--- src/design/iep_pkg.sv ---
// ----------------------------------------------------------------------------
// iep_pkg
// shared types and defaults for the interrupt enable / pending register unit
// ----------------------------------------------------------------------------
package iep_pkg;

  // default geometry
  localparam int unsigned NumLinesDefault     = 60;
  localparam int unsigned PriorityBitsDefault = 4;

  // access codes carried by a request
  typedef enum logic [2:0] {
    ACT_ENABLE        = 3'd0,
    ACT_DISABLE       = 3'd1,
    ACT_SET_PENDING   = 3'd2,
    ACT_CLEAR_PENDING = 3'd3,
    ACT_READ_ENABLE   = 3'd4,
    ACT_READ_PENDING  = 3'd5,
    ACT_SET_PRIORITY  = 3'd6
  } action_e;

  // sequencer states
  typedef enum logic {
    ST_IDLE,
    ST_UPDATE
  } ctl_state_e;

endpackage

--- src/design/iep_ram.sv ---
// ----------------------------------------------------------------------------
// iep_ram
// generic single write port, single read port ram with registered read data
// ----------------------------------------------------------------------------
module iep_ram #(
  parameter int unsigned Width = 8,
  parameter int unsigned Depth = 16
) (
  input  logic                                      clk_i,
  input  logic                                      we_i,
  input  logic [((Depth > 1) ? $clog2(Depth) : 1)-1:0] waddr_i,
  input  logic [Width-1:0]                          wdata_i,
  input  logic                                      re_i,
  input  logic [((Depth > 1) ? $clog2(Depth) : 1)-1:0] raddr_i,
  output logic [Width-1:0]                          rdata_o
);

  logic [Width-1:0] mem_q [Depth];
  logic [Width-1:0] rdata_q;

  always_ff @(posedge clk_i) begin
    if (we_i) begin
      mem_q[waddr_i] <= wdata_i;
    end
    if (re_i) begin
      rdata_q <= mem_q[raddr_i];
    end
  end

  assign rdata_o = rdata_q;

endmodule

--- src/design/interrupt_enable_pending_registers_unit.sv ---
// ----------------------------------------------------------------------------
// interrupt_enable_pending_registers_unit
// enable, pending and priority register file of an interrupt controller
// ----------------------------------------------------------------------------
// Each request names an action and a line number and returns one response with
// a status, a read-back bit and the line's priority after the access. All per
// line state (enable bit, pending bit, priority) lives in one ram word per line;
// a request is read from the ram in the cycle it is accepted and the modified
// word is written back from ST_UPDATE once the output register is free or
// draining, so no new request is taken until the write-back is done. A bank
// of per-line valid flops, cleared by reset, makes a never-written line read
// as all zero, so no clearing pass is needed and the unit is usable straight
// out of reset. Line numbers at or above NumLines are answered with status 1
// and zero fields and leave the state untouched. A finished response waits
// in an output register, and the next request is still accepted while it
// waits. sub_priority_bits is written through cfg_we_i / cfg_wdata_i; the
// user must write it only while the unit is idle, the unit does not enforce
// it; values above PriorityBits act as PriorityBits.
module interrupt_enable_pending_registers_unit
  import iep_pkg::*;
#(
  parameter int unsigned NumLines     = NumLinesDefault,
  parameter int unsigned PriorityBits = PriorityBitsDefault
) (
  input  logic       clk_i,
  input  logic       rst_ni,
  // configuration
  input  logic       cfg_we_i,
  input  logic [2:0] cfg_wdata_i,
  // request channel
  input  logic       in_valid_i,
  output logic       in_ready_o,
  input  logic [2:0] action_i,
  input  logic [7:0] irq_number_i,
  input  logic [3:0] group_priority_i,
  input  logic [3:0] sub_priority_i,
  // response channel
  output logic       out_valid_o,
  input  logic       out_ready_i,
  output logic       status_o,
  output logic       bit_value_o,
  output logic [3:0] priority_value_o
);

  localparam int unsigned AddrW  = (NumLines > 1) ? $clog2(NumLines) : 1;
  localparam int unsigned EntryW = PriorityBits + 2;
  localparam int unsigned ExtW   = (PriorityBits > 4) ? PriorityBits : 4;
  localparam logic [3:0]  PrioW4 = 4'(PriorityBits);
  localparam logic [7:0]  LinesLimit = 8'(NumLines);

  // ram word layout: {priority, pending, enable}
  localparam int unsigned EnPos = 0;
  localparam int unsigned PdPos = 1;

  // build a priority from group and sub parts under the given sub width
  function automatic logic [PriorityBits-1:0] encode_prio(
    input logic [3:0] grp,
    input logic [3:0] sub,
    input logic [3:0] sbits
  );
    logic [PriorityBits-1:0] pri;
    int unsigned             j;
    pri = '0;
    for (int unsigned i = 0; i < PriorityBits; i++) begin
      if (i < int'(sbits)) begin
        if (i < 4) begin
          pri[i] = sub[i[1:0]];
        end
      end else begin
        j = i - int'(sbits);
        if (j < 4) begin
          pri[i] = grp[j[1:0]];
        end
      end
    end
    return pri;
  endfunction

  // configuration register
  logic [2:0] sub_bits_q;

  always_ff @(posedge clk_i or negedge rst_ni) begin
    if (!rst_ni) begin
      sub_bits_q <= '0;
    end else if (cfg_we_i) begin
      sub_bits_q <= cfg_wdata_i;
    end
  end

  // saturated sub priority width
  logic [3:0] sub_sat;
  assign sub_sat = ({1'b0, sub_bits_q} > PrioW4) ? PrioW4 : {1'b0, sub_bits_q};

  // sequencer
  ctl_state_e state_q, state_d;
  logic       accept;
  logic       done;

  assign accept = in_valid_i && in_ready_o;

  always_comb begin
    state_d = state_q;
    case (state_q)
      ST_IDLE: begin
        if (accept) begin
          state_d = ST_UPDATE;
        end
      end
      ST_UPDATE: begin
        if (done) begin
          state_d = ST_IDLE;
        end
      end
      default: state_d = ST_IDLE;
    endcase
  end

  always_comb begin
    in_ready_o = 1'b0;
    case (state_q)
      ST_IDLE:   in_ready_o = 1'b1;
      ST_UPDATE: in_ready_o = 1'b0;
      default:   in_ready_o = 1'b0;
    endcase
  end

  always_ff @(posedge clk_i or negedge rst_ni) begin
    if (!rst_ni) begin
      state_q <= ST_IDLE;
    end else begin
      state_q <= state_d;
    end
  end

  // request capture
  logic [2:0]       act_q;
  logic [AddrW-1:0] addr_q;
  logic             in_range_q;
  logic [3:0]       grp_q;
  logic [3:0]       sub_q;
  logic             line_valid_q;
  logic [NumLines-1:0] valid_q;
  logic [AddrW-1:0] rd_addr;
  logic             rd_in_range;

  assign rd_addr     = irq_number_i[AddrW-1:0];
  assign rd_in_range = irq_number_i < LinesLimit;

  always_ff @(posedge clk_i) begin
    if (accept) begin
      act_q        <= action_i;
      addr_q       <= rd_addr;
      in_range_q   <= rd_in_range;
      grp_q        <= group_priority_i;
      sub_q        <= sub_priority_i;
      line_valid_q <= rd_in_range ? valid_q[rd_addr] : 1'b0;
    end
  end

  // state ram
  logic              ram_we;
  logic [EntryW-1:0] ram_rdata;
  logic [EntryW-1:0] cur_entry;
  logic [EntryW-1:0] new_entry;
  logic              bit_d;

  iep_ram #(
    .Width (EntryW),
    .Depth (NumLines)
  ) u_state_ram (
    .clk_i   (clk_i),
    .we_i    (ram_we),
    .waddr_i (addr_q),
    .wdata_i (new_entry),
    .re_i    (accept && rd_in_range),
    .raddr_i (rd_addr),
    .rdata_o (ram_rdata)
  );

  // a never-written line reads as reset value
  assign cur_entry = line_valid_q ? ram_rdata : '0;

  // modify step
  always_comb begin
    new_entry = cur_entry;
    bit_d     = 1'b0;
    case (act_q)
      ACT_ENABLE:        new_entry[EnPos] = 1'b1;
      ACT_DISABLE:       new_entry[EnPos] = 1'b0;
      ACT_SET_PENDING:   new_entry[PdPos] = 1'b1;
      ACT_CLEAR_PENDING: new_entry[PdPos] = 1'b0;
      ACT_READ_ENABLE:   bit_d = cur_entry[EnPos];
      ACT_READ_PENDING:  bit_d = cur_entry[PdPos];
      ACT_SET_PRIORITY: begin
        new_entry[EntryW-1:2] = encode_prio(grp_q, sub_q, sub_sat);
      end
      default: ;  // unused code leaves the line as is
    endcase
  end

  // output register must be free or draining to finish the update
  logic out_valid_q;
  assign done   = (state_q == ST_UPDATE) && (!out_valid_q || out_ready_i);
  assign ram_we = done && in_range_q;

  // per-line written flags
  always_ff @(posedge clk_i or negedge rst_ni) begin
    if (!rst_ni) begin
      valid_q <= '0;
    end else if (ram_we) begin
      valid_q[addr_q] <= 1'b1;
    end
  end

  // response register
  logic [ExtW-1:0] prio_ext;
  logic            status_q;
  logic            bit_q;
  logic [3:0]      prio_q;

  assign prio_ext = ExtW'(new_entry[EntryW-1:2]);

  always_ff @(posedge clk_i or negedge rst_ni) begin
    if (!rst_ni) begin
      out_valid_q <= 1'b0;
    end else if (done) begin
      out_valid_q <= 1'b1;
    end else if (out_ready_i) begin
      out_valid_q <= 1'b0;
    end
  end

  always_ff @(posedge clk_i) begin
    if (done) begin
      status_q <= !in_range_q;
      bit_q    <= in_range_q ? bit_d : 1'b0;
      prio_q   <= in_range_q ? prio_ext[3:0] : 4'd0;
    end
  end

  assign out_valid_o      = out_valid_q;
  assign status_o         = status_q;
  assign bit_value_o      = bit_q;
  assign priority_value_o = prio_q;

endmodule

--- config.mk ---
export PLATFORM = sky130hd
export DESIGN_NAME = interrupt_enable_pending_registers_unit
export DESIGN_NICKNAME = d
export VERILOG_FILES = /design/src/design/iep_pkg.sv /design/src/design/iep_ram.sv /design/src/design/interrupt_enable_pending_registers_unit.sv
export SDC_FILE = /design/constraint.sdc
export NUM_CORES = 1
export LEC_CHECK = 0
export ABC_CLOCK_PERIOD_IN_PS = 6100
export BUFFER_PORTS_ARGS = -buffer_cell sky130_fd_sc_hd__buf_2
export CAP_MARGIN = 20
export CORE_MARGIN = 2
export CORE_UTILIZATION = 61
export DETAILED_ROUTE_END_ITERATION = 8
export HOLD_SLACK_MARGIN = 0.06
export PLACE_DENSITY = 0.78
export SLEW_MARGIN = 5
export SYNTH_ARGS = -nofsm -noshare
export SYNTH_HDL_FRONTEND = slang
export SYNTH_SLANG_ARGS = --single-unit
--- constraint.sdc ---
create_clock -name clk_i -period 6.1 [get_ports clk_i]
set_input_delay 1.22 -clock clk_i [delete_from_list [all_inputs] [get_ports clk_i]]
set_output_delay 1.22 -clock clk_i [all_outputs]
set_load 0.01 [all_outputs]
Word-level counts from Yosys, hierarchy flattened
Memory sizes are Yosys's and may differ from the RTL's. A register that Yosys moved wholly into a read port is not among the register bits.
Index checks and enable logic that the tools add are counted.
{"block": "totals", "reg_bits": 90, "ram_bits": 360, "inputBits": 27, "wordCells": 87, "memories": 1}
{"memory": "u_state_ram.mem_q", "depth": 60, "word_bits": 6, "rd": 1, "rd_ports_with_merged_regs": 1, "wr": 1, "line": "iep_ram.sv:18", "text": "logic [Width-1:0] mem_q [Depth];"}
{"block": "classes", "addsub": 4, "n_lt_le_gt_ge": 17, "eq_ne": 6, "mux": 34, "bitwise_logic": 2, "n_reduce_logical": 10}
{"cell": "32-bit by 3-bit < comparator with 1-bit output (second input constant)", "n": 4}
{"cell": "60-bit bitwise OR", "n": 1}
{"cell": "1-bit 2-to-1 mux", "n": 20}
{"cell": "6-bit by 7-bit < comparator with 1-bit output (second input constant)", "n": 2}
{"cell": "2-bit by 3-bit < comparator with 1-bit output (second input constant)", "n": 4}
{"cell": "1-bit one-hot mux with 2 select lines", "n": 5}
{"cell": "3-bit equality test (second input constant)", "n": 3}
{"cell": "1-bit binary-select mux with 2-bit select", "n": 4}
{"cell": "8-bit by 6-bit < comparator with 1-bit output (second input constant)", "n": 1}
{"cell": "1-bit by 3-bit subtractor with 4-bit output (first input constant)", "n": 2}
{"cell": "2-bit by 3-bit subtractor with 4-bit output (first input constant)", "n": 2}
{"cell": "1-bit binary-select mux with 6-bit select", "n": 1}
{"cell": "1-bit demux with 6-bit select", "n": 1}
{"cell": "3-bit by 2-bit equality test with 1-bit output (second input constant)", "n": 2}
{"cell": "6-bit by 1-bit >= comparator with 1-bit output (second input constant)", "n": 1}
{"cell": "1-bit by 3-bit < comparator with 1-bit output (first input constant)", "n": 2}
{"cell": "2-bit by 3-bit < comparator with 1-bit output (first input constant)", "n": 2}
{"cell": "6-bit 2-to-1 mux", "n": 1}
{"cell": "1-bit logical AND", "n": 5}
{"cell": "4-bit 2-to-1 mux", "n": 1}
{"cell": "3-bit by 1-bit equality test with 1-bit output (second input constant)", "n": 1}
{"cell": "3-bit greater-than comparator (second input constant)", "n": 1}
{"cell": "3-bit zero test", "n": 1}
{"cell": "3-bit 2-to-1 mux", "n": 1}
{"cell": "other kinds (4)", "n": 5}

Depth between registers and ports, before layout
{"block": "logic_depth", "word_depth": 8, "mapped_depth": 9, "mapped_depth_nobuf": 8}

Hierarchy
Synthesis repeated with hierarchy kept, for this count alone.
{"block": "hier_totals", "hier_cells": 970, "hier_area_um2": 18333.8}
{"module": "iep_ram", "instances": 1, "cells_per_inst": 682, "area_each_um2": 14421.3}
{"module": "interrupt_enable_pending_registers_unit", "instances": 1, "cells_per_inst": 288, "area_each_um2": 3912.5}

Worst setup path before layout
OpenSTA, ideal clock, no wires.
{"block": "synth_path", "kind": "register -> register", "from": "register sub_bits_q[0]", "to": "memory u_state_ram.mem_q[0][2] (netlist name), data pin", "arrival_ns": 3.869, "required_ns": 5.423, "path_slack_ns": 1.554, "path_stages_with_launch": 7, "period_less_slack_ns": 4.546, "cell_sequence": "dfrtp_1 clkbuf_1 nand2b_1 ha_1 mux4_2 a41oi_1 o21ai_0"}
{"block": "synth_between", "elab_chain_cells": 8}
{"item": "start: declaration", "line": "interrupt_enable_pending_registers_unit.sv:80", "text": "logic [2:0] sub_bits_q;"}
{"item": "start signal: assignment", "line": "interrupt_enable_pending_registers_unit.sv:86", "text": "sub_bits_q <= cfg_wdata_i;"}
{"item": "3-bit greater-than comparator", "line": "interrupt_enable_pending_registers_unit.sv:92", "text": "assign sub_sat = ({1'b0, sub_bits_q} > PrioW4) ? PrioW4 : {1'b0, sub_bits_q};"}
{"item": "3-bit 2-to-1 mux (*)", "line": "interrupt_enable_pending_registers_unit.sv:92"}
{"item": "branches (longest 4 deep; another with 32-bit by 3-bit < comparator with 1-bit output)"}
{"item": "1-bit 2-to-1 mux (*)", "line": "interrupt_enable_pending_registers_unit.sv:65", "text": "if (i < int'(sbits)) begin"}
{"item": "4-bit 2-to-1 mux (*)", "line": "interrupt_enable_pending_registers_unit.sv:187", "text": "case (act_q)"}
{"item": "via new_entry[2]", "line": "interrupt_enable_pending_registers_unit.sv:164", "text": "logic [EntryW-1:0] new_entry;"}
{"item": "end: declaration", "line": "iep_ram.sv:18"}
Mark *: on every way through the listed nets, which the timed path passes. The select of a mux whose other input is x is not followed.

Worst setup path after layout
{"block": "layout_path", "from": "input out_ready_i", "to": "memory u_state_ram.mem_q[20][4] (netlist name), enable pin"}
{"block": "layout_between", "elab_chain_cells": 5}
{"item": "start: declaration", "line": "interrupt_enable_pending_registers_unit.sv:39", "text": "input logic out_ready_i,"}
{"item": "1-bit logical OR", "line": "interrupt_enable_pending_registers_unit.sv:203", "text": "assign done = (state_q == ST_UPDATE) && (!out_valid_q || out_ready_i);"}
{"item": "1-bit logical AND", "line": "interrupt_enable_pending_registers_unit.sv:203"}
{"item": "via done", "line": "interrupt_enable_pending_registers_unit.sv:97", "text": "logic done;"}
{"item": "1-bit logical AND", "line": "interrupt_enable_pending_registers_unit.sv:204", "text": "assign ram_we = done && in_range_q;"}
{"item": "1-bit 2-to-1 mux", "line": "iep_ram.sv:22", "text": "if (we_i) begin"}
{"item": "1-bit 2-to-1 mux (not written as such)", "line": "iep_ram.sv:23", "text": "mem_q[waddr_i] <= wdata_i;"}
The timed path passes the listed nets, and every way through them passes these cells.

==> metrics <==
outcome=completed; Starting Density=0.624; critical path arrival=3.75 ns; clk_lat worst skew=~0.54 ns; final setup fails=0; clk sink count=456; Worst R2R Path Depth=5; I/O pin cnt=35; LEAKAGE=6.83 nW; largest cells by area after synthesis=edfxtp_1, mux4_2, dfrtp_1, o21bai_1, nor2_1; H-tree Lvls=2; DRC=0; Netlist Area Pre-Place=0.0180 mm2; gr usage total=0.259; Crit. Startpoint=out_ready_i; Initial DRC Count=1101; CTS tree=built; Final Net Count=around 990; shortest period the worst path allows=3.60 ns; Slew @ Worst Pin=between 1 and 1.5 ns; PortBufs=34; remaining antenna violation count=0; CTS resizes=0; largest net degree at the start of global routing=66; final non-filler cell total=around 1400; Post-CTS Hold Buffers=0; CP peak stage delay=roughly 0.7 ns; crit path kind=primary input to flop; Worst VDD drop=0.206 mV; Synth Flop Type=edfxtp_1; vias per inst=between 6 and 7; Worst path top cell family by delay=simple AND/OR/NAND/NOR gates; setup_tns=0 ns; Max Buffers Root-to-Sink=3; Startpoint Class=primary input; total power=about 6.6 mW; pwr/cell area=~330 mW/mm2; # Max-Cap Violations=0; Routability Congestion=0.819; Hold Fails Final Rpt=0; Max Fclk=278 MHz; Slowest-stage cell, CP=nor2_1; worst hold path class=flop to flop; top-count cell post-synth=edfxtp_1; Core ar.=0.0289 mm2; max-slew violations=0; critical path depth in cells=6; Async SR Flop Fraction=0.143; worst clock skew=0.0253 ns; antenna violations before repair=1; Reg2Reg Launch Point=out_valid_o; fill count=between 1500 and 2000; mean routed wirelength per cell=around 28 um; commonest cells in the netlist=edfxtp_1, mux4_2, nor2_1, dfrtp_1, o21bai_1; syn_area_per_cell=19.6 um2; routed via count=9085; CTS buffer count=44; Clock Pin Slew Worst Setup and Hold Paths=0.06 ns; RSZ-0062 raised after global routing=false; post-synthesis cell count=919; Critical Path End=u_state_ram.mem_q[20][4]; number of synthesized flops with an enable pin=391; layout cell share with drive strength beyond 1=0.267; number of global-route vias before repair=9309; chip height=176 um; Hold Worst Slack=0.467 ns; Crit path required time=6.25 ns; cell taking the most area after synthesis=edfxtp_1; sequential cell area fraction in the yosys report=0.741; Antenna Cells=0; CP Cell Sequence=buf_2 -> nand2b_1 -> and2_1 -> nor3b_1 -> nand3b_1 -> nor2_1; Crit. End Element=flop; final core utilization=0.693; first-pass GRT wire length=roughly 59 mm; RR Endpoint=u_state_ram.mem_q[20][4]; Worst Path Buf+Inv=1; period utilisation layout=0.590; synth warn=0; clk root buf=clkbuf_16; dpl hpwl=around 23 mm; FF-to-FF setup slack=around 2.9 ns; area grow syn2layout=11.1%; routed wire length=38.5 mm; First-pass DRT Iterations=5; Post-Syn Nets=949; Congestion Overflow GR=0; die area=~0.031 mm2; Slew HR=0.259; post-synth cell types=44; Site Rows=slightly above 60; Setup Buffers After CTS=0; top cell type's share of synthesized area=0.651; register bit total from synthesis=456; Worst Path Max Fanout=16; number of cells after detailed placement=1300; Die Wd=176 um
[flip-flops by register name, summed over array words and instances, names as in the netlist]
name / flops
act_q: 3
addr_q: 6
bit_value_o: 1
grp_q: 4
in_range_q: 1
line_valid_q: 1
out_valid_o: 1
priority_value_o: 4
state_q: 1
status_o: 1
sub_bits_q: 3
sub_q: 4
u_state_ram.mem_q: 360
u_state_ram.rdata_o: 6
valid_q: 60
[worst reg2reg max path, delay by kind of cell, from the launching register on]
| kind | cells | cell delay, ns |
|---|---|---|
| AND/OR/NAND/NOR | 5 | 2.42 |
| flip-flops | 1 | 0.38 |
[cells in the final DEF, fill, tap and decap left out, drive strengths merged, types with 19 or more instances in the layout]
cell / instances
buf: 52
mux2i: 21
mux4: 116
o21bai: 37
dfrtp: 65
clkbuf: 74
nand2: 19
edfxtp: 391
nor2: 73
or2: 24
[per-layer routing]
metal	global-route usage	up-vias	part of all wire
met3	0.0536	71	0.090
met5	0	-	0.00034
met1	0.385	4747	0.40
met4	0.0737	2	0.026
li1	-	3780	-
met2	0.400	485	0.48
[power by group]
group | leakage, nW | internal [mW] | switching [mW]
Sequential | 4.45 | 3.50 | 0.0495
Clock | 0.679 | 1.54 | 1.09
Combinational | 1.70 | 0.187 | 0.271
Total | 6.83 | 5.23 | 1.41
[kinds of logic after synthesis]
kind of cell	count (synthesis)	synth area share
fa+ha+maj	3	0.00208
mux	141	0.159
simple gates	166	0.0449
buf+inv	62	0.0172
compound gates	91	0.0361
flops	456	0.741
[cell type report]
cell class,instances,area (um2),share of cell area
clock buffers,74,1350,0.0671
well taps,384,480,0.0240
clock inverters,6,55.1,0.00275
repair buffers,52,347,0.0173
inverters,7,26.3,0.00131
flip-flops and latches,456,13400,0.667
multi-input cells,401,4430,0.221
[how the worst min path moves through the flow]
| stage | slack [ns] | from | end | depth (start not counted) |
|---|---|---|---|---|
| after floorplan | 0.43 | valid_q[10] | valid_q[10] | 1 |
| after global placement | 0.44 | valid_q[27] | valid_q[27] | 1 |
| after detailed placement | 0.45 | valid_q[26] | valid_q[26] | 1 |
| after CTS | 0.47 | valid_q[42] | valid_q[42] | 1 |
| after global routing | 0.48 | valid_q[42] | valid_q[42] | 1 |
| final | 0.47 | valid_q[27] | valid_q[27] | 1 |
[metrics by stage]
step	setup WS [ns]	area [um2]
floorplan	1.55	18000
CTS	2.55	20100
global route	2.21	20100
finish	2.50	20100
global placement	2.03	18600
detailed placement	2.00	18700
(Power assumes the default switching activity.)
